$ cat src/hw/rtl/gds_pkg.sv
// Shared constants, types and helpers of the decimating graph smoother.
`default_nettype none

package gds_pkg;

    // Character codes
    localparam logic signed [7:0] CODE_A = 8'sd97;
    localparam logic signed [7:0] CODE_Z = 8'sd122;

    // Window shape
    localparam int unsigned TAPS      = 9;
    localparam int unsigned HIST      = TAPS - 1;
    localparam logic [3:0]  FILL_FULL = 4'd8;
    localparam logic [1:0]  PHASE_RELOAD = 2'd2;   // stride of 3, minus one

    // Weighted sum of nine offsets in -225..30 stays within +/-8100
    localparam int unsigned SUM_W = 14;

    // Round half away from zero on |S| / 36: add 18, divide by 4, then by 9
    localparam logic [SUM_W-1:0] ROUND_BIAS = SUM_W'(18);
    localparam int unsigned      QTR_W      = SUM_W - 2;
    localparam int unsigned      RECIP_SH   = 16;
    localparam logic [RECIP_SH-1:0] RECIP_9 = 16'd7282;   // ceil(2^16 / 9)
    localparam int unsigned      PROD_W     = QTR_W + RECIP_SH;
    localparam int unsigned      QUO_W      = 9;

    // Tap weights, oldest code first
    localparam logic [2:0] TAP_WEIGHT [TAPS] = '{3'd1, 3'd3, 3'd5, 3'd6, 3'd6,
                                                 3'd6, 3'd5, 3'd3, 3'd1};

    // Result of the rounding stage
    typedef struct packed {
        logic signed [7:0] code;   // clamped character
        logic              zero;   // window rounded to zero
    } t_round_res;

    // One weighted tap: weight * (code - 'a')
    function automatic logic signed [SUM_W-1:0] tap_term(
        input logic signed [7:0] code,
        input logic [2:0]        weight
    );
        logic signed [SUM_W-1:0] diff;
        logic signed [SUM_W-1:0] wgt;
        diff = SUM_W'(code) - SUM_W'(CODE_A);
        wgt  = SUM_W'($signed({1'b0, weight}));
        return SUM_W'(diff * wgt);
    endfunction

endpackage

`default_nettype wire

$ cat src/hw/rtl/gds_round.sv
// Rounding divide by 36, offset by 'a', wrap and clamp of one window sum.
`default_nettype none

module gds_round
    import gds_pkg::*;
(
    input  wire logic signed [SUM_W-1:0] i_sum,
    output t_round_res                   o_res
);

    logic                     neg;
    logic [SUM_W-1:0]         mag;
    logic [SUM_W-1:0]         biased;
    logic [QTR_W-1:0]         quarter;
    logic [PROD_W-1:0]        prod;
    logic [QUO_W-1:0]         quo;
    logic signed [QUO_W:0]    value;
    logic signed [QUO_W:0]    shifted;
    logic signed [7:0]        wrapped;

    // Magnitude, bias by half the divisor, drop two bits
    always_comb begin
        neg     = i_sum[SUM_W-1];
        mag     = neg ? SUM_W'(-i_sum) : SUM_W'(i_sum);
        biased  = mag + ROUND_BIAS;
        quarter = biased[SUM_W-1:2];
    end

    // Divide by nine with a reciprocal multiply
    always_comb begin
        prod = PROD_W'(quarter) * PROD_W'(RECIP_9);
        quo  = prod[RECIP_SH +: QUO_W];
    end

    // Restore sign, add 'a', wrap to 8 bits and clamp to 'z'
    always_comb begin
        value   = neg ? -$signed({1'b0, quo}) : $signed({1'b0, quo});
        shifted = value + (QUO_W+1)'(CODE_A);
        wrapped = $signed(shifted[7:0]);
        o_res.code = (wrapped > CODE_Z) ? CODE_Z : wrapped;
        o_res.zero = (quo == '0);
    end

endmodule

`default_nettype wire

$ cat src/hw/rtl/graph_decimating_smoother_core.sv
// Top level of the decimating graph smoother: window, sum stage and result register.
//
//  channel   dir  handshake                      payload
//  s_axis    in   s_axis_tvalid / s_axis_tready  tdata[7:0] in_code, tlast in_last
//  m_axis    out  m_axis_tvalid / m_axis_tready  tdata[7:0] out_code,
//                                                tuser[0] out_valid, tlast out_end
//
// One beat per cycle is accepted while the output is not stalled; a result passes the sum
// register and then the result register on its way out.
// i_rst_n is synchronous and active low; it empties both stages and clears
// the fill count, stride phase and stop flag.
// A stalled result register holds the sum stage, and that holds s_axis_tready low.
`default_nettype none

module graph_decimating_smoother_core
    import gds_pkg::*;
(
    input  wire logic       i_clk,
    input  wire logic       i_rst_n,

    input  wire logic       s_axis_tvalid,
    output logic            s_axis_tready,
    input  wire logic [7:0] s_axis_tdata,   // [7:0] in_code
    input  wire logic       s_axis_tlast,   // in_last

    output logic            m_axis_tvalid,
    input  wire logic       m_axis_tready,
    output logic [7:0]      m_axis_tdata,   // [7:0] out_code
    output logic [0:0]      m_axis_tuser,   // [0] out_valid
    output logic            m_axis_tlast    // out_end
);

    // Code history, index HIST-1 newest
    logic signed [7:0]        r_win [HIST];
    logic [3:0]               r_fill;
    logic [3:0]               n_fill;
    logic [1:0]               r_phase;
    logic [1:0]               n_phase;
    logic                     n_eval;

    // Sum stage
    logic                     r_s1_vld;
    logic                     r_s1_eval;
    logic                     r_s1_last;
    logic signed [SUM_W-1:0]  r_s1_sum;
    logic signed [SUM_W-1:0]  n_sum;

    // Result stage
    logic                     r_stopped;
    logic                     n_stopped;
    logic                     r_o_vld;
    logic signed [7:0]        r_o_code;
    logic                     r_o_have;
    logic                     r_o_last;
    logic                     n_have;
    logic                     n_emit;

    logic                     in_beat;
    logic                     o_free;
    logic                     s1_adv;
    logic signed [7:0]        in_code;
    t_round_res               rnd;

    assign in_code = $signed(s_axis_tdata);

    // Handshake
    assign o_free        = !r_o_vld || m_axis_tready;
    assign s1_adv        = r_s1_vld && o_free;
    assign s_axis_tready = !r_s1_vld || o_free;
    assign in_beat       = s_axis_tvalid && s_axis_tready;

    // Fill count and stride phase: evaluate every third code once full; an end beat clears both
    always_comb begin
        n_fill  = r_fill;
        n_phase = r_phase;
        n_eval  = 1'b0;
        if (r_fill >= FILL_FULL) begin
            if (r_phase == 2'd0) begin
                n_eval  = 1'b1;
                n_phase = PHASE_RELOAD;
            end else begin
                n_phase = r_phase - 2'd1;
            end
        end else begin
            n_fill = r_fill + 4'd1;
        end
        if (s_axis_tlast) begin
            n_fill  = '0;
            n_phase = '0;
        end
    end

    // Weighted window sum over history plus the incoming code
    always_comb begin
        n_sum = '0;
        for (int i = 0; i < HIST; i++) begin
            n_sum = n_sum + tap_term(r_win[i], TAP_WEIGHT[i]);
        end
        n_sum = n_sum + tap_term(in_code, TAP_WEIGHT[TAPS-1]);
    end

    // Advance the history on each input beat
    always_ff @(posedge i_clk) begin
        if (in_beat) begin
            for (int i = 0; i < HIST - 1; i++) begin
                r_win[i] <= r_win[i+1];
            end
            r_win[HIST-1] <= in_code;
        end
    end

    always_ff @(posedge i_clk) begin
        if (!i_rst_n) begin
            r_fill  <= '0;
            r_phase <= '0;
        end else if (in_beat) begin
            r_fill  <= n_fill;
            r_phase <= n_phase;
        end
    end

    // Load the sum stage
    always_ff @(posedge i_clk) begin
        if (!i_rst_n) begin
            r_s1_vld <= 1'b0;
        end else if (s_axis_tready) begin
            r_s1_vld <= s_axis_tvalid;
        end
    end

    always_ff @(posedge i_clk) begin
        if (in_beat) begin
            r_s1_eval <= n_eval;
            r_s1_last <= s_axis_tlast;
            r_s1_sum  <= n_sum;
        end
    end

    gds_round u_round (
        .i_sum (r_s1_sum),
        .o_res (rnd)
    );

    // Stop flag: first zero window drops the rest of the stream
    always_comb begin
        n_have    = 1'b0;
        n_stopped = r_stopped;
        if (r_s1_eval && !r_stopped) begin
            if (rnd.zero) begin
                n_stopped = 1'b1;
            end else begin
                n_have = 1'b1;
            end
        end
        if (r_s1_last) begin
            n_stopped = 1'b0;
        end
        n_emit = n_have || r_s1_last;
    end

    always_ff @(posedge i_clk) begin
        if (!i_rst_n) begin
            r_stopped <= 1'b0;
        end else if (s1_adv) begin
            r_stopped <= n_stopped;
        end
    end

    // Result register
    always_ff @(posedge i_clk) begin
        if (!i_rst_n) begin
            r_o_vld <= 1'b0;
        end else if (o_free) begin
            r_o_vld <= s1_adv && n_emit;
        end
    end

    always_ff @(posedge i_clk) begin
        if (s1_adv && n_emit) begin
            r_o_code <= n_have ? rnd.code : 8'sd0;
            r_o_have <= n_have;
            r_o_last <= r_s1_last;
        end
    end

    assign m_axis_tvalid   = r_o_vld;
    assign m_axis_tdata    = r_o_code;
    assign m_axis_tuser[0] = r_o_have;
    assign m_axis_tlast    = r_o_last;

endmodule

`default_nettype wire

$ cat config.mk
export PLATFORM = sky130hd
export DESIGN_NAME = graph_decimating_smoother_core
export DESIGN_NICKNAME = d
export VERILOG_FILES = /design/src/hw/rtl/gds_pkg.sv /design/src/hw/rtl/gds_round.sv /design/src/hw/rtl/graph_decimating_smoother_core.sv
export SDC_FILE = /design/constraint.sdc
export NUM_CORES = 1
export LEC_CHECK = 0
export BUFFER_PORTS_ARGS = -buffer_cell sky130_fd_sc_hd__buf_2
export CELL_PAD_IN_SITES_DETAIL_PLACEMENT = 1
export CELL_PAD_IN_SITES_GLOBAL_PLACEMENT = 1
export CORE_UTILIZATION = 50
export CTS_CLUSTER_SIZE = 30
export DETAILED_ROUTE_END_ITERATION = 8
export GPL_TIMING_DRIVEN = 1
export PLACE_DENSITY_LB_ADDON = 0.1
export SYNTH_ARGS = -nofsm -noshare
export SYNTH_HDL_FRONTEND = slang
export SYNTH_HIERARCHICAL = 1
export SYNTH_SLANG_ARGS = --single-unit
export TNS_END_PERCENT = 20
$ cat constraint.sdc
create_clock -name i_clk -period 12.4 [get_ports i_clk]
set_input_delay 1.86 -clock i_clk [delete_from_list [all_inputs] [get_ports i_clk]]
set_output_delay 1.86 -clock i_clk [all_outputs]
set_load 0.01 [all_outputs]
==> results of run 1 <==
-- Yosys cell counts (10+ instances only) --
cell type / count
nor2b_1: 16
nand2_1: 71
nand3_1: 13
edfxtp_1: 90
nor3_1: 26
a21oi_1: 49
o21ai_0: 31
a21o_1: 15
fa_1: 141
inv_1: 279
and2_1: 10
nor2_1: 58
xor2_1: 52
o21ai_1: 13
nand2b_1: 10
xnor2_1: 83
nand4_1: 10
ha_1: 198
-- cells by family after synthesis --
group | after synthesis | synth area share, %
AOI/OAI and AO/OA | 192 | 9.91
and+or+nand+nor | 261 | 10.1
adders and majority gates | 339 | 39.7
muxes | 14 | 1.28
buffers and inverters | 291 | 8.29
xor gates and xnor gates | 137 | 9.11
DFF | 99 | 21.6
-- metrics by stage --
stage	util [%]	area, um2	hold WS, ns	instances	setup slack [ns]
floorplan	-	13300	0.444	1333	3.74
global placement	53.0	13900	0.465	1686	2.90
detailed placement	53.0	13900	0.481	1686	2.51
CTS	54.1	14100	0.489	1702	2.48
global route	54.1	14100	0.514	1702	1.75
finish	54.1	14100	0.488	1702	2.43
-- path summary, 6_finish.rpt --
kind / to / cells past startpoint
max: m_axis_tdata[2] / 40
min: m_axis_tlast / 0
max reg2reg: m_axis_tdata[2] / 40
min reg2reg: m_axis_tlast / 0
-- area by class of cell --
type | count | area share (%)
clock inverters | 6 | 0.398
repair buffers | 26 | 0.956
multi-input cells | 943 | 66.1
well taps | 335 | 2.96
inverters | 283 | 7.56
flip-flops and latches | 99 | 20.4
clock buffers | 10 | 1.62
-- flip-flops by register name, indices dropped and copies added (netlist names) --
name and count:
r_stopped 1, r_phase 2, r_s1_last 1, m_axis_tdata 8
r_s1_eval 1, m_axis_tlast 1, m_axis_tuser 1, r_s1_vld 1
r_s1_sum 14, m_axis_tvalid 1, r_win 64, r_fill 4
-- per-layer routing --
layer	wire (um)	up-vias	global-route usage, %
li1	-	4467	-
met1	12500	4721	25.8
met2	18100	84	49.9
met3	440	42	2.27
met4	709	0	7.19
met5	0	-	0
==> run metrics, run 1 <==
status=finished, violations left; failing checks=design-rule violations; crit share post-route=roughly 80%; final setup fails=0; CP top delay family=adder cells; unrepaired setup endpoints after global routing=false; Clock Sinks=99; CP peak stage delay=between 0.5 and 0.6 ns; CP bufs+invs=8; Root Driver=clkbuf_16; vias in the first global route=10260; WL/cell=approximately 19 um; area of the multi-input gates=9350 um2; commonest non-fill, non-tap cell in the layout=inv_1; syn_area_per_cell=between 10 and 15 um2; Synth Warn #=6; initial antenna violation count=0; fmax=100 MHz; CP required=between 10 and 15 ns; Post-CTS Setup Inserts=0; nets=about 1700; hold_buf cts=0; port bufs=24; Setup crit start=r_s1_sum[13]; Final Wtd Congestion=just under 0.9; Worst Setup End Kind=flop; Tmin final=~10 ns; Synth Net Count=1685; area grow syn2layout=6.01%; CTS clk-pin slew, worst paths=0.07 ns; WL final=about 32000 um; Cells after Synth=1333; Mapped Area=13300 um2; Max Cap Viol=0; largest net degree at the start of global routing=slightly above 80; Routed Antenna Nets=0; Post-synth ARST share=0%; post-synth cell types=between 80 and 90; Register Area=about 2900 um2; CORE AREA=26100 um2; PostCTS Resize Cnt=0; overall routing resource usage=roughly a quarter; post-synth top area share=roughly a fifth; Hold Vio Cnt, Final=0; worst setup path class=flop to flop; startpoint types=flop; critical path arrival=just over 10 ns; HP Start=r_s1_last; commonest non-fill, non-tap cells in the layout=inv_1, ha_1, fa_1; vias per cell=around 5.5; Die Y=around 170 um; layout cells sized above 1=just over 6%; die area=roughly 27000 um2; Max Clock Skew=between 0.01 and 0.015 ns; clk_lat worst skew=approximately 0.36 ns; CTS tree=built; DR pass1 iterations=6; number of cell rows=between 50 and 60; most common flop cell mapped by yosys=edfxtp_1; CTS Buf Count=9; peak fanout along the critical path=28; worst min-delay path class=flop to flop; TNS Setup=0 ns; crit path max-delay cell type=xor2_1; grt ovf=0; reg2reg start=r_s1_sum[13]; Die Wd=roughly 170 um; R2R Setup Slk=2.43 ns; DRC=6; # IOs=25; H-tree levels=3; Initial Utilization=51.0%; ANT cells=0; Slew Viols, Final=0; deepest clock path buffer count=2; # fillers=~3000; Synth area leader=fa_1; Slew Limit Headroom=about a quarter; post-DP HPWL=between 20000 and 30000 um; via count=9314; Slew @ Worst Pin=about 1.1 ns; number of flops mapped to enable cells by yosys=90; register area share after synthesis=a little over a fifth; global-route wire length before repair=slightly above 50000 um; largest cells by area after synthesis=fa_1, edfxtp_1, ha_1; synthesized flop and latch total=99; Iter 0 DRT Violations=280
Power of run 1 is not shown: default switching activity piles up to over one toggle a cycle in this logic, so the estimate is an artifact.
==> inputs of run 2 (changes only) <==
--- a/config.mk
+++ b/config.mk
@@ -8,7 +8,7 @@
 export BUFFER_PORTS_ARGS = -buffer_cell sky130_fd_sc_hd__buf_2
 export CELL_PAD_IN_SITES_DETAIL_PLACEMENT = 1
 export CELL_PAD_IN_SITES_GLOBAL_PLACEMENT = 1
-export CORE_UTILIZATION = 50
+export CORE_UTILIZATION = 47
 export CTS_CLUSTER_SIZE = 30
 export DETAILED_ROUTE_END_ITERATION = 8
 export GPL_TIMING_DRIVEN = 1
==> constraint.sdc (replaced) <==
create_clock -name i_clk -period 8.6 [get_ports i_clk]
set_input_delay 1.29 -clock i_clk [delete_from_list [all_inputs] [get_ports i_clk]]
set_output_delay 1.29 -clock i_clk [all_outputs]
set_load 0.01 [all_outputs]
==> run 2 against run 1 <==
Net effect: die area is 6.3% higher; fmax grew 21%; setup slack lost 2.1 ns; non-clock buffer count increased by 49; cell area grew 5.7%; critical path depth up 3; the flow now finishes without violations.
==> run metrics, run 2 (synthesized netlist as in run 1, its figures left out) <==
CP top delay family=adder cells; commonest non-fill, non-tap cells in the layout=inv_1, ha_1, fa_1; die area=29100 um2; initial antenna violation count=0; reg2reg start=r_s1_sum[1]; Slew @ Worst Pin=between 1 and 1.5 ns; WL final=~32000 um; H-tree levels=3; max reg flops=64; Initial Utilization=47.9%; worst hold slack=a little under 0.5 ns; Hold Vio Cnt, Final=0; Max Clock Skew=about 0.019 ns; DR pass1 iterations=4; CORE AREA=27900 um2; # IOs=25; area grow syn2layout=12.1%; layout cells sized above 1=between 10% and 20%; nets=approximately 1800; port bufs=24; peak fanout along the critical path=5; crit share post-route=95.9%; ANT cells=0; Tmin final=approximately 8.2 ns; crit path max-delay cell type=fa_1; status=completed; via count=9547; global-route wire length before repair=52300 um; Core Util, Final=a little over half; CTS tree=built; Setup Slack @ Placement=-0.197 ns; Slew Limit Headroom=27.9%; Worst Setup End Kind=flop; worst setup path class=flop to flop; DRC=0; clk_lat worst skew=approximately 0.36 ns; hold_buf cts=0; Root Driver=clkbuf_16; fmax=around 120 MHz; Die Wd=between 150 and 200 um; setup ws final=approximately 0.35 ns; worst min-delay path class=flop to flop; Slew Viols, Final=0; Iter 0 DRT Violations=between 200 and 300; Max Cap Viol=0; number of cell rows=slightly above 60; largest register by flop count=r_win; grt ovf=0; Clock Sinks=between 90 and 100; HP Start=r_win[1][1]; largest net degree at the start of global routing=79; Die Y=170 um; startpoint types=flop; Final Wtd Congestion=about 0.87; critical path arrival=between 8 and 9 ns; deepest clock path buffer count=2; commonest non-fill, non-tap cell in the layout=inv_1; CP peak stage delay=roughly 0.53 ns; final setup fails=0; CTS clk-pin slew, worst paths=roughly 0.080 ns; Setup crit start=r_s1_sum[1]; post-DP HPWL=about 28000 um; CTS Buf Count=9; vias per cell=roughly 5.3; CP required=a little under 9 ns; CP bufs+invs=6; overall routing resource usage=about a quarter; WL/cell=between 15 and 20 um; Routed Antenna Nets=0; vias in the first global route=between 10000 and 15000
[run 2: worst paths after layout]
path	to	slack, ns	cells after the start
hold reg to reg	r_win[0][25]	0.49	0
setup reg to reg	m_axis_tdata[1]	0.35	43
hold / removal	r_win[0][25]	0.49	0
setup / recovery	m_axis_tdata[1]	0.35	43
[run 2: cell type report]
type / count / area [um2]
Multi-Input combinational cell: 943 / 9730
Sequential cell: 99 / 2880
Tap cell: 378 / 473
Timing Repair Buffer: 75 / 515
Clock buffer: 10 / 229
Inverter: 283 / 1070
Clock inverter: 6 / 55.1
Fill cell: 3123 / 12900
[run 2: per-layer routing]
metal / wire, um / vias to the layer above / GRT usage, % / share of wire [%]
met1: 12800 / 4823 / 26.1 / 39
met5: 0 / - / 0 / 0
met3: 690 / 45 / 1.88 / 2.1
li1: - / 4565 / - / -
met2: 18100 / 114 / 46.2 / 56
met4: 890 / 0 / 8.03 / 2.7
[run 2: per-stage QoR]
step / setup TNS (ns) / instance area (um2) / cells
after global routing: -0.0902 / 14900 / 1794
after detailed placement: -0.452 / 14200 / 1768
after global placement: 0 / 14200 / 1768
after CTS: -0.0112 / 14500 / 1785
final: 0 / 14900 / 1794
after floorplan: 0 / 13400 / 1333
[run 2: what timing repair did]
| action | CTS | global route |
|---|---|---|
| setup buffers | 1 | 9 |
| pin swaps | 2 | 10 |
| endpoints found under the setup margin | 3 | 21 |
| resized for setup | 8 | 64 |
Power of run 2 is left out for the same reason.
==> inputs of run 3 (changes only) <==
--- a/config.mk
+++ b/config.mk
@@ -6,9 +6,9 @@
 export NUM_CORES = 1
 export LEC_CHECK = 0
 export BUFFER_PORTS_ARGS = -buffer_cell sky130_fd_sc_hd__buf_2
-export CELL_PAD_IN_SITES_DETAIL_PLACEMENT = 1
-export CELL_PAD_IN_SITES_GLOBAL_PLACEMENT = 1
-export CORE_UTILIZATION = 47
+export CELL_PAD_IN_SITES_DETAIL_PLACEMENT = 2
+export CELL_PAD_IN_SITES_GLOBAL_PLACEMENT = 2
+export CORE_UTILIZATION = 39
 export CTS_CLUSTER_SIZE = 30
 export DETAILED_ROUTE_END_ITERATION = 8
 export GPL_TIMING_DRIVEN = 1
==> run 3 against run 2 <==
Net effect: non-clock buffer count rose by 16; cell area increased by 2.5%; sequential share of layout area decreased by 0.47 points; setup slack worse by 0.15 ns; highest routed layer unchanged; count of clock-buffer cells in the layout is the same.
==> run metrics, run 3 (synthesized netlist as in run 1, its figures left out) <==
status=completed; largest register by flop count=r_win; vias in the first global route=between 10000 and 15000; CORE AREA=roughly 34000 um2; worst setup path class=flop to flop; Die Wd=around 190 um; largest net degree at the start of global routing=83; Max Clock Skew=0.0149 ns; Setup Slack @ Placement=-0.333 ns; CTS clk-pin slew, worst paths=0.08 ns; crit share post-route=between 90% and 100%; hold_buf cts=0; HP Start=r_win[1][1]; Clock Sinks=slightly below 100; DR pass1 iterations=4; Iter 0 DRT Violations=about 250; global-route wire length before repair=56900 um; CTS tree=built; vias per cell=5.09; number of cell rows=67; initial antenna violation count=0; Cell Area, Placed=approximately 14000 um2; Final Wtd Congestion=0.817; Die Y=~190 um; Reg2Reg Capture Point=m_axis_tdata[0]; WL final=approximately 36000 um; CP required=between 8 and 9 ns; final instance area=approximately 15000 um2; critical path arrival=between 8 and 9 ns; met1 Track Usage GR=a little under a quarter; Initial Utilization=39.7%; Max Cap Viol=0; Root Driver=clkbuf_16; Hold Vio Cnt, Final=0; area grow syn2layout=14.9%; deepest clock path buffer count=2; die area=approximately 35000 um2; met3 usage=under 10%; post-DP HPWL=30900 um; nets=~1800; Slew Viols, Final=0; WL/cell=around 19 um; # fillers=between 3000 and 4000; commonest non-fill, non-tap cell in the layout=inv_1; gr busiest metal=met2; CP peak stage delay=~0.54 ns; Routed Antenna Nets=0; Tmin final=8.40 ns; fmax=roughly 120 MHz; reg2reg start=r_s1_sum[4]; port bufs=24; Slew @ Worst Pin=~1.1 ns; grt ovf=0; crit path max-delay cell type=fa_1; R2R Setup Slk=between 0.2 and 0.25 ns; commonest non-fill, non-tap cells in the layout=inv_1, ha_1, fa_1; max reg flops=64; worst min-delay path class=flop to flop; startpoint types=flop; Slew Limit Headroom=25.3%; peak fanout along the critical path=5; hold path depth=0; via count=between 9000 and 10000; Worst Setup End Kind=flop; Most common cell on crit path=buf_4; DRC=0; overall routing resource usage=about a fifth; final setup fails=0; WHS Endpoint=r_win[0][25]; GR Layer Usage met2=42.4%; H-tree levels=3; layout cells sized above 1=roughly 15%; CTS Buf Count=9; # IOs=25; worst reg-to-reg path cell count=33; setup ws final=approximately 0.2 ns; clk_lat worst skew=between 0.3 and 0.4 ns; ANT cells=0
[run 3: cell count changes in the layout (fill, tap and decap cells not counted), moves of 3 or more]
| cell | previous run | this run |
|---|---|---|
| buf_4 | 50 | 65 |
| ha_1 | 188 | 185 |
| nor3b_2 | 3 | 6 |
| ha_4 | 6 | 11 |
| nor2_1 | 56 | 53 |
[run 3: worst max path at each step]
stage,from,endpoint,slack (ns),depth (start not counted)
2_1_floorplan,r_s1_sum[4],m_axis_tdata[0],0.05,36
3_3_place_gp,r_s1_sum[4],m_axis_tdata[2],0.01,31
3_5_place_dp,r_s1_sum[4],m_axis_tdata[0],-0.33,36
4_1_cts,r_s1_sum[4],m_axis_tdata[2],-0.01,33
5_1_grt,r_s1_sum[4],m_axis_tdata[0],-0.13,35
6_report,r_s1_sum[4],m_axis_tdata[0],0.20,33
[run 3: layout make-up]
class | count | area, um2 | share of cell area (%)
Tap cell | 448 | 561 | 3.66
Inverter | 283 | 1070 | 6.97
Clock buffer | 10 | 229 | 1.49
Sequential cell | 99 | 2880 | 18.8
Timing Repair Buffer | 91 | 639 | 4.17
Multi-Input combinational cell | 943 | 9880 | 64.5
Clock inverter | 6 | 55.1 | 0.359
[run 3: layer usage]
metal  vias to the layer above  wire [um]  part of all wire, %
met4                         0        596                  1.6
met5                         -          0                    0
li1                       4598          -                    -
met3                        32        387                  1.1
met1                      4888      14500                   40
met2                        58      20900                   57
[run 3: what timing repair did]
item                       CTS  global route
resized for setup           13            82
pin swaps                    2            17
cloned                       0             0
setup endpoints to repair   13            21
setup buffers                1            16
[run 3: worst max-delay path, delay by kind of cell, from the launching register on]
kind | cells | cell delay (ns)
buffers and inverters | 10 | 1.27
adders and majority gates | 6 | 2.55
muxes | 1 | 0.34
xor gates and xnor gates | 3 | 0.55
DFF | 1 | 0.40
and+or+nand+nor | 8 | 2.26
AOI/OAI and AO/OA | 5 | 0.81
[run 3: stage by stage]
step / cells / hold slack (ns) / utilization (%) / TNS, ns
after floorplan: 1333 / 0.444 / - / 0
after global placement: 1847 / 0.467 / 42.7 / 0
after detailed placement: 1847 / 0.477 / 42.7 / -1.61
after CTS: 1864 / 0.488 / 43.8 / -0.0265
after global routing: 1880 / 0.494 / 45.6 / -0.849
final: 1880 / 0.490 / 45.6 / 0
Power of run 3 is left out for the same reason.
